**src/design/gbn_pkg.sv**
```systemverilog
package gbn_pkg;

	// Default build-time sizes
	localparam int WINDOW_MAX_DEF   = 8;
	localparam int SEQ_BITS_DEF     = 8;
	localparam int PAYLOAD_BITS_DEF = 32;

	// Window size register
	localparam int          CFG_W     = 4;
	localparam logic [3:0]  WIN_RESET = 4'd8;

	// Request codes on the mode field
	localparam logic [1:0] MODE_SEND    = 2'd0;
	localparam logic [1:0] MODE_ACK     = 2'd1;
	localparam logic [1:0] MODE_TIMEOUT = 2'd2;

	// Result codes on the action field
	typedef enum logic [1:0] {
		ACT_REFUSE      = 2'd0,
		ACT_TRANSMIT    = 2'd1,
		ACT_TIMER_START = 2'd2,
		ACT_TIMER_STOP  = 2'd3
	} gbn_action_t;

	// Operations of the shared modular adder
	typedef enum logic [1:0] {
		ALU_ADD_SEQ  = 2'd0,
		ALU_SUB_SEQ  = 2'd1,
		ALU_ADD_SLOT = 2'd2
	} gbn_alu_op_t;

	// Sequencer states
	typedef enum logic [2:0] {
		ST_IDLE,
		ST_SEND,
		ST_SEND_TX,
		ST_ACK_CHK,
		ST_ACK_SLOT,
		ST_ACK_BASE,
		ST_TO_START,
		ST_TO_TX
	} gbn_state_t;

	// Adder operand width: holds a sequence number or a slot sum with a carry
	function automatic int gbn_alu_opw(input int sb, input int wm);
		int sw;
		sw = (wm > 1) ? $clog2(wm) : 1;
		return (sb > sw + 1) ? sb : sw + 1;
	endfunction

endpackage

```
**src/design/go_back_n_sender.sv**
```systemverilog
// Go-Back-N ARQ sender.
// Requests come in on start/busy: an item is taken at a clock edge where start is
// high and busy is low. mode selects send (payload on message_word), cumulative
// acknowledgement (ack_number, ack_checksum_ok) or timer expiry.
// Results leave on result_valid with action, seq_number, packet_word and last;
// each one is shown for one cycle, and last marks the final result of a request.
// The receiver cannot stall; results are never held back.
// The window size register is written over cfg_valid/cfg_ready/cfg_data while idle.
// Timing: results come from a register and follow one per cycle within an item.
// The first result of a send is registered from ST_SEND (a refusal or a timer start) or
// else from ST_SEND_TX, that of a timeout (if any packet is outstanding) from ST_TO_START
// and that of a good acknowledgement from ST_ACK_SLOT, after ST_ACK_CHK. busy stays high
// until the sequencer is back in ST_IDLE, so a new item is taken only once the current
// one is through; a bad checksum or an unused mode is dropped at once and the next item
// can be taken at the next edge.
// Every sequence and slot update but the retransmit sequence count goes through one
// shared modular adder, one operation per cycle; a retransmit burst is paced by the
// single payload store read port, one packet per cycle.
// Reset: window base and next sequence are 1, nothing outstanding, window size 8.
// The payload store is not cleared; only written entries are ever read.
module go_back_n_sender
	import gbn_pkg::*;
#(
	parameter int WINDOW_MAX   = WINDOW_MAX_DEF,
	parameter int SEQ_BITS     = SEQ_BITS_DEF,
	parameter int PAYLOAD_BITS = PAYLOAD_BITS_DEF
) (
	input  logic                    clk,
	input  logic                    arst_n,
	input  logic                    start,
	output logic                    busy,
	input  logic [1:0]              mode,
	input  logic [PAYLOAD_BITS-1:0] message_word,
	input  logic [SEQ_BITS-1:0]     ack_number,
	input  logic                    ack_checksum_ok,
	output logic                    result_valid,
	output logic [1:0]              action,
	output logic [SEQ_BITS-1:0]     seq_number,
	output logic [PAYLOAD_BITS-1:0] packet_word,
	output logic                    last,
	input  logic                    cfg_valid,
	output logic                    cfg_ready,
	input  logic [CFG_W-1:0]        cfg_data
);

	localparam int SEQ_LIM = (1 << SEQ_BITS) - 1;
	localparam int WIN_LIM = (WINDOW_MAX < SEQ_LIM) ? WINDOW_MAX : SEQ_LIM;
	localparam int CNT_W   = (WIN_LIM > 1) ? $clog2(WIN_LIM + 1) : 1;
	localparam int SLOT_W  = (WINDOW_MAX > 1) ? $clog2(WINDOW_MAX) : 1;
	localparam int OPW     = (SEQ_BITS > SLOT_W + 1) ? SEQ_BITS : SLOT_W + 1;

	gbn_state_t state_q, state_d;

	// Protocol state
	logic [CFG_W-1:0]    win_q;
	logic [SEQ_BITS-1:0] base_q;
	logic [SEQ_BITS-1:0] next_q;
	logic [CNT_W-1:0]    count_q;
	logic [SLOT_W-1:0]   slot_q;

	// Per-request working registers
	logic [PAYLOAD_BITS-1:0] word_q;
	logic [SEQ_BITS-1:0]     ack_q;
	logic [CNT_W-1:0]        adv_q;
	logic [SLOT_W-1:0]       ptr_q;
	logic [SEQ_BITS-1:0]     rseq_q;
	logic [CNT_W-1:0]        left_q;

	// Shared adder and store hookup
	gbn_alu_op_t             alu_op;
	logic [OPW-1:0]          alu_a;
	logic [OPW-1:0]          alu_b;
	logic [OPW-1:0]          alu_y;
	logic                    store_we;
	logic [SLOT_W-1:0]       store_raddr;
	logic [PAYLOAD_BITS-1:0] store_rdata;

	// Result staging
	logic                    emit;
	gbn_action_t             emit_action;
	logic [SEQ_BITS-1:0]     emit_seq;
	logic [PAYLOAD_BITS-1:0] emit_word;
	logic                    emit_last;
	logic                    res_valid_q;
	gbn_action_t             res_action_q;
	logic [SEQ_BITS-1:0]     res_seq_q;
	logic [PAYLOAD_BITS-1:0] res_word_q;
	logic                    res_last_q;

	logic [CNT_W-1:0] eff_win;
	logic             accept;
	logic             ack_hit;

	gbn_alu #(
		.SEQ_BITS   (SEQ_BITS),
		.WINDOW_MAX (WINDOW_MAX)
	) u_alu (
		.op (alu_op),
		.a  (alu_a),
		.b  (alu_b),
		.y  (alu_y)
	);

	gbn_store #(
		.WINDOW_MAX   (WINDOW_MAX),
		.PAYLOAD_BITS (PAYLOAD_BITS)
	) u_store (
		.clk   (clk),
		.we    (store_we),
		.waddr (alu_y[SLOT_W-1:0]),
		.wdata (word_q),
		.raddr (store_raddr),
		.rdata (store_rdata)
	);

	assign busy      = (state_q != ST_IDLE);
	assign cfg_ready = !busy;
	assign accept    = start && !busy;
	assign ack_hit   = (alu_y < OPW'(count_q));

	// Clamp the window register to the usable range
	always_comb begin
		if (win_q == '0) begin
			eff_win = CNT_W'(1);
		end else if (int'(win_q) > WIN_LIM) begin
			eff_win = CNT_W'(WIN_LIM);
		end else begin
			eff_win = CNT_W'(win_q);
		end
	end

	always_ff @(posedge clk or negedge arst_n) begin
		if (!arst_n) begin
			state_q <= ST_IDLE;
		end else begin
			state_q <= state_d;
		end
	end

	// Sequencer: next state, adder operation, store access and result
	always_comb begin
		state_d     = state_q;
		alu_op      = ALU_ADD_SEQ;
		alu_a       = '0;
		alu_b       = '0;
		store_we    = 1'b0;
		store_raddr = ptr_q;
		emit        = 1'b0;
		emit_action = ACT_TRANSMIT;
		emit_seq    = next_q;
		emit_word   = '0;
		emit_last   = 1'b0;
		unique case (state_q)
			ST_IDLE: begin
				if (accept) begin
					priority if (mode == MODE_SEND) begin
						state_d = ST_SEND;
					end else if (mode == MODE_ACK && ack_checksum_ok) begin
						state_d = ST_ACK_CHK;
					end else if (mode == MODE_TIMEOUT) begin
						state_d = ST_TO_START;
					end else begin
						state_d = ST_IDLE;
					end
				end
			end
			ST_SEND: begin
				alu_op = ALU_ADD_SLOT;
				alu_a  = OPW'(slot_q);
				alu_b  = OPW'(count_q);
				if (count_q >= eff_win) begin
					emit        = 1'b1;
					emit_action = ACT_REFUSE;
					emit_seq    = next_q;
					emit_last   = 1'b1;
					state_d     = ST_IDLE;
				end else begin
					store_we = 1'b1;
					if (count_q == '0) begin
						emit        = 1'b1;
						emit_action = ACT_TIMER_START;
						emit_seq    = base_q;
					end
					state_d = ST_SEND_TX;
				end
			end
			ST_SEND_TX: begin
				alu_op      = ALU_ADD_SEQ;
				alu_a       = OPW'(next_q);
				alu_b       = OPW'(1);
				emit        = 1'b1;
				emit_action = ACT_TRANSMIT;
				emit_seq    = next_q;
				emit_word   = word_q;
				emit_last   = 1'b1;
				state_d     = ST_IDLE;
			end
			ST_ACK_CHK: begin
				alu_op  = ALU_SUB_SEQ;
				alu_a   = OPW'(ack_q);
				alu_b   = OPW'(base_q);
				state_d = ack_hit ? ST_ACK_SLOT : ST_IDLE;
			end
			ST_ACK_SLOT: begin
				alu_op      = ALU_ADD_SLOT;
				alu_a       = OPW'(slot_q);
				alu_b       = OPW'(adv_q);
				emit        = 1'b1;
				emit_action = ACT_TIMER_STOP;
				emit_seq    = ack_q;
				emit_last   = (adv_q == count_q);
				state_d     = ST_ACK_BASE;
			end
			ST_ACK_BASE: begin
				alu_op = ALU_ADD_SEQ;
				alu_a  = OPW'(ack_q);
				alu_b  = OPW'(1);
				if (count_q != '0) begin
					emit        = 1'b1;
					emit_action = ACT_TIMER_START;
					emit_seq    = alu_y[SEQ_BITS-1:0];
					emit_last   = 1'b1;
				end
				state_d = ST_IDLE;
			end
			ST_TO_START: begin
				alu_op      = ALU_ADD_SLOT;
				alu_a       = OPW'(slot_q);
				alu_b       = OPW'(1);
				store_raddr = slot_q;
				if (count_q == '0) begin
					state_d = ST_IDLE;
				end else begin
					emit        = 1'b1;
					emit_action = ACT_TIMER_START;
					emit_seq    = base_q;
					state_d     = ST_TO_TX;
				end
			end
			ST_TO_TX: begin
				alu_op      = ALU_ADD_SLOT;
				alu_a       = OPW'(ptr_q);
				alu_b       = OPW'(1);
				store_raddr = ptr_q;
				emit        = 1'b1;
				emit_action = ACT_TRANSMIT;
				emit_seq    = rseq_q;
				emit_word   = store_rdata;
				emit_last   = (left_q == CNT_W'(1));
				if (left_q == CNT_W'(1)) begin
					state_d = ST_IDLE;
				end
			end
			default: begin
				state_d = ST_IDLE;
			end
		endcase
	end

	// Protocol state updates
	always_ff @(posedge clk or negedge arst_n) begin
		if (!arst_n) begin
			win_q       <= WIN_RESET;
			base_q      <= SEQ_BITS'(1);
			next_q      <= SEQ_BITS'(1);
			count_q     <= '0;
			slot_q      <= '0;
			res_valid_q <= 1'b0;
		end else begin
			res_valid_q <= emit;
			if (cfg_valid && cfg_ready) begin
				win_q <= cfg_data;
			end
			unique case (state_q)
				ST_SEND_TX: begin
					next_q  <= alu_y[SEQ_BITS-1:0];
					count_q <= count_q + CNT_W'(1);
				end
				ST_ACK_SLOT: begin
					slot_q  <= alu_y[SLOT_W-1:0];
					count_q <= count_q - adv_q;
				end
				ST_ACK_BASE: begin
					base_q <= alu_y[SEQ_BITS-1:0];
				end
				default: begin
				end
			endcase
		end
	end

	// Working registers and result payload
	always_ff @(posedge clk) begin
		res_action_q <= emit_action;
		res_seq_q    <= emit_seq;
		res_word_q   <= emit_word;
		res_last_q   <= emit_last;
		if (accept) begin
			word_q <= message_word;
			ack_q  <= ack_number;
		end
		if (state_q == ST_ACK_CHK) begin
			adv_q <= alu_y[CNT_W-1:0] + CNT_W'(1);
		end
		if (state_q == ST_TO_START) begin
			rseq_q <= base_q;
			left_q <= count_q;
		end
		if (state_q == ST_TO_TX) begin
			rseq_q <= rseq_q + SEQ_BITS'(1);
			left_q <= left_q - CNT_W'(1);
		end
		if (state_q == ST_TO_START || state_q == ST_TO_TX) begin
			ptr_q <= alu_y[SLOT_W-1:0];
		end
	end

	assign result_valid = res_valid_q;
	assign action       = res_action_q;
	assign seq_number   = res_seq_q;
	assign packet_word  = res_word_q;
	assign last         = res_last_q;

`ifndef SYNTHESIS
	// Outstanding count and sequence pointers agree between requests
	assert property (@(posedge clk) disable iff (!arst_n)
		(state_q == ST_IDLE) |-> (next_q == SEQ_BITS'(base_q + SEQ_BITS'(count_q))))
		else $error("next sequence does not match base plus outstanding count");

	// The window never holds more than its limit
	assert property (@(posedge clk) disable iff (!arst_n)
		int'(count_q) <= WIN_LIM)
		else $error("outstanding count above window limit");

	// The base slot pointer stays inside the store
	assert property (@(posedge clk) disable iff (!arst_n)
		int'(slot_q) < WINDOW_MAX)
		else $error("base slot outside payload store");

	// A retransmit burst always has a packet left to send
	assert property (@(posedge clk) disable iff (!arst_n)
		(state_q == ST_TO_TX) |-> (left_q != '0))
		else $error("retransmit with no packet left");

	// A refused send is the only result of its request
	assert property (@(posedge clk) disable iff (!arst_n)
		(result_valid && action == ACT_REFUSE) |-> (last && state_q == ST_IDLE))
		else $error("refused send not closing its request");
`endif

endmodule

```
**src/design/gbn_alu.sv**
```systemverilog
module gbn_alu
	import gbn_pkg::*;
#(
	parameter int SEQ_BITS   = SEQ_BITS_DEF,
	parameter int WINDOW_MAX = WINDOW_MAX_DEF
) (
	input  gbn_alu_op_t                              op,
	input  logic [gbn_alu_opw(SEQ_BITS, WINDOW_MAX)-1:0] a,
	input  logic [gbn_alu_opw(SEQ_BITS, WINDOW_MAX)-1:0] b,
	output logic [gbn_alu_opw(SEQ_BITS, WINDOW_MAX)-1:0] y
);

	localparam int OPW = gbn_alu_opw(SEQ_BITS, WINDOW_MAX);

	logic [OPW:0] sum;
	logic [OPW:0] slot_sum;

	// Add with one spare bit, then fold back into range for slot arithmetic
	always_comb begin
		sum      = {1'b0, a} + {1'b0, b};
		slot_sum = sum;
		if (sum >= (OPW + 1)'(WINDOW_MAX)) begin
			slot_sum = sum - (OPW + 1)'(WINDOW_MAX);
		end
		unique case (op)
			ALU_ADD_SEQ:  y = OPW'(sum[SEQ_BITS-1:0]);
			ALU_SUB_SEQ:  y = OPW'(SEQ_BITS'(a[SEQ_BITS-1:0] - b[SEQ_BITS-1:0]));
			ALU_ADD_SLOT: y = slot_sum[OPW-1:0];
			default:      y = '0;
		endcase
	end

endmodule

```
**src/design/gbn_store.sv**
```systemverilog
module gbn_store
	import gbn_pkg::*;
#(
	parameter int WINDOW_MAX   = WINDOW_MAX_DEF,
	parameter int PAYLOAD_BITS = PAYLOAD_BITS_DEF
) (
	input  logic                                           clk,
	input  logic                                           we,
	input  logic [((WINDOW_MAX > 1) ? $clog2(WINDOW_MAX) : 1)-1:0] waddr,
	input  logic [PAYLOAD_BITS-1:0]                        wdata,
	input  logic [((WINDOW_MAX > 1) ? $clog2(WINDOW_MAX) : 1)-1:0] raddr,
	output logic [PAYLOAD_BITS-1:0]                        rdata
);

	logic [PAYLOAD_BITS-1:0] mem_q [WINDOW_MAX];

	// Write the stored payload of a newly sent packet
	always_ff @(posedge clk) begin
		if (we) begin
			mem_q[waddr] <= wdata;
		end
	end

	// Read every cycle; data is registered and ready in the cycle after the address
	always_ff @(posedge clk) begin
		rdata <= mem_q[raddr];
	end

endmodule
```
**config.mk**
```make
export PLATFORM = sky130hd
export DESIGN_NAME = go_back_n_sender
export DESIGN_NICKNAME = d
export VERILOG_FILES = /design/src/design/gbn_pkg.sv /design/src/design/go_back_n_sender.sv /design/src/design/gbn_alu.sv /design/src/design/gbn_store.sv
export SDC_FILE = /design/constraint.sdc
export NUM_CORES = 1
export LEC_CHECK = 0
export BUFFER_PORTS_ARGS = -buffer_cell sky130_fd_sc_hd__buf_4
export CAP_MARGIN = 20
export CELL_PAD_IN_SITES_DETAIL_PLACEMENT = 0
export CELL_PAD_IN_SITES_GLOBAL_PLACEMENT = 2
export CORE_UTILIZATION = 34
export DETAILED_ROUTE_END_ITERATION = 12
export PLACE_DENSITY_LB_ADDON = 0.1
export SETUP_SLACK_MARGIN = 0.15
export SYNTH_ARGS = -nofsm -noshare
export SYNTH_HDL_FRONTEND = slang
export SYNTH_SLANG_ARGS = --single-unit
```
**constraint.sdc**
```tcl
create_clock -name clk -period 18.1 [get_ports clk]
set_clock_uncertainty 0.1 [all_clocks]
set_input_delay 0.905 -clock clk [delete_from_list [all_inputs] [get_ports clk]]
set_output_delay 0.905 -clock clk [all_outputs]
set_load 0.01 [all_outputs]
```
==> impl_metrics.ini <==
[run_status]
status = complete, no violations

[die]
boundaryPins = 97
row_count = 83
dieArea_mm2 = 0.0532
placeableCoreArea_mm2 = 0.0515
die_y_um = 231
start_util_pct = 34.5
die_width_um = 231

[synthesis]
syn_avg_cell_area_um2 = 11.4
synth.largest_area_cell = edfxtp_1
synthesis.area_mm2 = 0.0178
syn-num-nets = 1644
synth-main-ff-cell = edfxtp_1
yosysSeqAreaShare_pct = 66.0
number_of_flops_mapped_to_enable_cells_by_yosys = 315
synthesis.instances = 1560
synthTopCellsByCount = 363 x nand2_1, 315 x edfxtp_1, 177 x nand3_1
synth.ff_latch_count = 421
netlist_top_cells_area = edfxtp_1 53%, dfxtp_1 8.4%, nand2_1 7.7%
post-synth-top-area-fraction_pct = 53.2
yosys.cell_types.count = 80
yosys.cell_count.top_type = nand2_1
ys_async_sr_fraction_pct = 7.36
synthesis.yosys.warnings = 0

[clocking]
clk_path_buf_depth = 3
total_clock_buffers_created_by_cts = 46
clock_insertion_delay_worst_skew_ps = 580
cts_root_buf = clkbuf_16
cts_tree = built
number_of_sinks_driven_by_the_clock_tree = 421
worst_setup_hold_path_clk_slew_ps = 60
cts_htree_levels = 2
cts.hold.buffers_added = 0
cts_post_setup_buffers_inserted = 0
cts_resized = 0

[critical_path]
worst_r2r_dst = state_q[2]
worst_r2r_startpoint = state_q[1]
timing.critical_path.from = state_q[1]
worstSetupEndpointType = flop
endpoint = state_q[2]
critical_path.startpoint_type = flop
worst_ep_arrival_ps = 6000
worst-endpoint-required_ps = 18520
timing.critical_path.fanout_max = 15
crit_path_kind = reg2reg
worstRegToRegCells = 18
r2r_slack_ps = 12520

[route]
num_vias = 12100
first_iter_violations = 773
drt-pass1-iter-count = 5
drc = 0
drt-vias-per-instance = 5.11
route.detailed.wl_per_inst_um = 20.9
totalWireLength_mm = 49.3
drtAntennaViolNets = 0

[sta]
max_slew_margin_pct = 31.0
timing.hold.ws_ps = 186
finalCritPeriodShare_pct = 30.8
timing.final.hold_violations = 0
max_freq_mhz = 179
rsz0062_at_grt = no
setup-tns-final_ps = 0
report.final.setup_viol = 0
layout_setup_ws_ps = 12520
timing_worst_slew_pin_value_ps = 1040
timing.final.crit_period_ps = 5580
final-max-slew-violation-count = 0

[place]
gp_congestion = 0.805
placement.cell_area_mm2 = 0.0194
dp.final_hpwl_mm = 29.0
port-buffer-count = 96
post-place-ws_ps = 12520
numPlacedInstances = 2278

[cells_and_area]
fraction_of_layout_cells_with_a_size_suffix_above_1_pct = 13.5
fillers = 5049
finish.net_count = 1730
diodes = 0
area_growth_from_synthesis_to_layout_pct = 17.3
final_area_mm2 = 0.0209
final_cell_count_no_fill = 2362

[global_routing]
grt_pass1_vias = 11800
grt.overflow.total = 0
grt_first_pass_wirelength_mm = 74.7
grt_max_degree = 82
groute.usage.overall_pct = 18.7
antenna_found_initial = 1

[power_and_ir_drop]
power.net_switching_mw = 1.39
internal-power_mw = 2.28
power.share.switching_pct = 38.0
clockPowerShare_pct = 25.1
power_frac_seq_pct = 38.3
power-per-cell-area_mw_per_mm2 = 176
power.share.combinational_pct = 36.6
vdd_drop_max_mv = 0.0757
static-leakage-power_nw = 7.83

[hold_path]
worstHoldPathType = in2async

[run]
max_cap_violations = 0
==> cell type report <==
cell class	instances	area, µm²	area share, %
inverter	42	158	0.756
clock buffer	77	1410	6.76
multi-input combinational	1012	5680	27.2
timing repair buffer	123	943	4.52
clock inverter	7	75.1	0.360
sequential	421	11700	56.3
tap	680	851	4.08
==> power groups by stage <==
stage / Clock (mW) / Combinational (mW) / Sequential [mW]
4_1_cts: 0.949 / 1.36 / 1.41
5_1_grt: 0.989 / 1.50 / 1.43
6_report: 0.923 / 1.34 / 1.41
3_5_place_dp: 0 / 1.36 / 1.43
3_3_place_gp: 0 / 1.36 / 1.43
2_1_floorplan: 0 / 0.883 / 1.38
==> critical path, cell delays in order (launching register included) <==
cell       delay, ps
dfrtp_1          350
clkinv_1         270
nor2_1           410
nand2_1          320
inv_1            490
nand2_1          160
ha_1             610
inv_1            150
a221oi_1         380
nor2_1            90
o311ai_0         120
o311ai_1         270
nor4b_4          470
a21o_1           180
o211a_1          250
inv_1             70
ha_1             260
a2111oi_0        350
a41o_1           220
==> registers in the layout, indices dropped and copies added (netlist names), 4 cells and up <==
name           cells
rseq_q             8
word_q            32
next_q             8
adv_q              4
base_q             8
seq_number         8
ack_q              8
u_store.rdata     32
win_q              4
left_q             4
u_store.mem_q    256
count_q            4
packet_word       32
==> layer usage <==
layer / vias up / share of wire, % / GRT usage (%)
met4: 0 / 2.1 / 4.70
met1: 5980 / 48 / 26.1
met2: 229 / 46 / 30.2
met5: - / 0 / 0
li1: 5784 / - / -
met3: 69 / 3.7 / 3.05
==> stage by stage <==
step | utilization, % | total power [mW]
2_1_floorplan | - | 2.27
3_3_place_gp | 37.5 | 2.79
3_5_place_dp | 37.6 | 2.78
4_1_cts | 40.5 | 3.72
5_1_grt | 40.5 | 3.91
6_report | 40.5 | 3.67
==> cell usage in the layout (no fill, tap or decap), drive strengths merged, types with 6 or more instances in the layout <==
cell | netlist | final
xnor2 | 18 | 18
clkbuf | 61 | 77
buf | 24 | 123
nor2b | 6 | 6
a31oi | 7 | 7
nor2 | 68 | 68
a21oi | 51 | 51
nand2b | 12 | 12
a211oi | 10 | 10
nand2 | 364 | 364
nand3 | 177 | 177
xor2 | 7 | 7
mux2 | 6 | 6
ha | 32 | 32
o21ai | 86 | 86
mux2i | 17 | 17
dfxtp | 75 | 75
dfrtp | 28 | 28
edfxtp | 315 | 315
clkinv | 1 | 6
nor3 | 15 | 15
and3 | 7 | 7
a22o | 33 | 33
inv | 41 | 42
==> cells by family (layout without fill, tap and decap cells) <==
| group | count (synthesis) | count (layout) | synth area share (%) |
|---|---|---|---|
| and+or+nand+nor | 677 | 677 | 16.8 |
| xor gates and xnor gates | 25 | 25 | 1.23 |
| AOI/OAI and AO/OA | 253 | 253 | 9.34 |
| muxes | 23 | 23 | 1.41 |
| buffers and inverters | 127 | 249 | 2.79 |
| DFF | 421 | 421 | 66.0 |
| adders and majority gates | 34 | 34 | 2.42 |
==> worst min-delay path by stage <==
stage	startpoint	endpoint	cells past startpoint
after detailed placement	u_store.rdata[7]	packet_word[7]	1
after CTS	arst_n	state_q[0]	1
after global placement	u_store.rdata[31]	packet_word[31]	1
after global routing	arst_n	win_q[0]	1
final	arst_n	state_q[0]	1
after floorplan	u_store.rdata[0]	packet_word[0]	1
No activity file was read; power rests on OpenSTA's default activity.
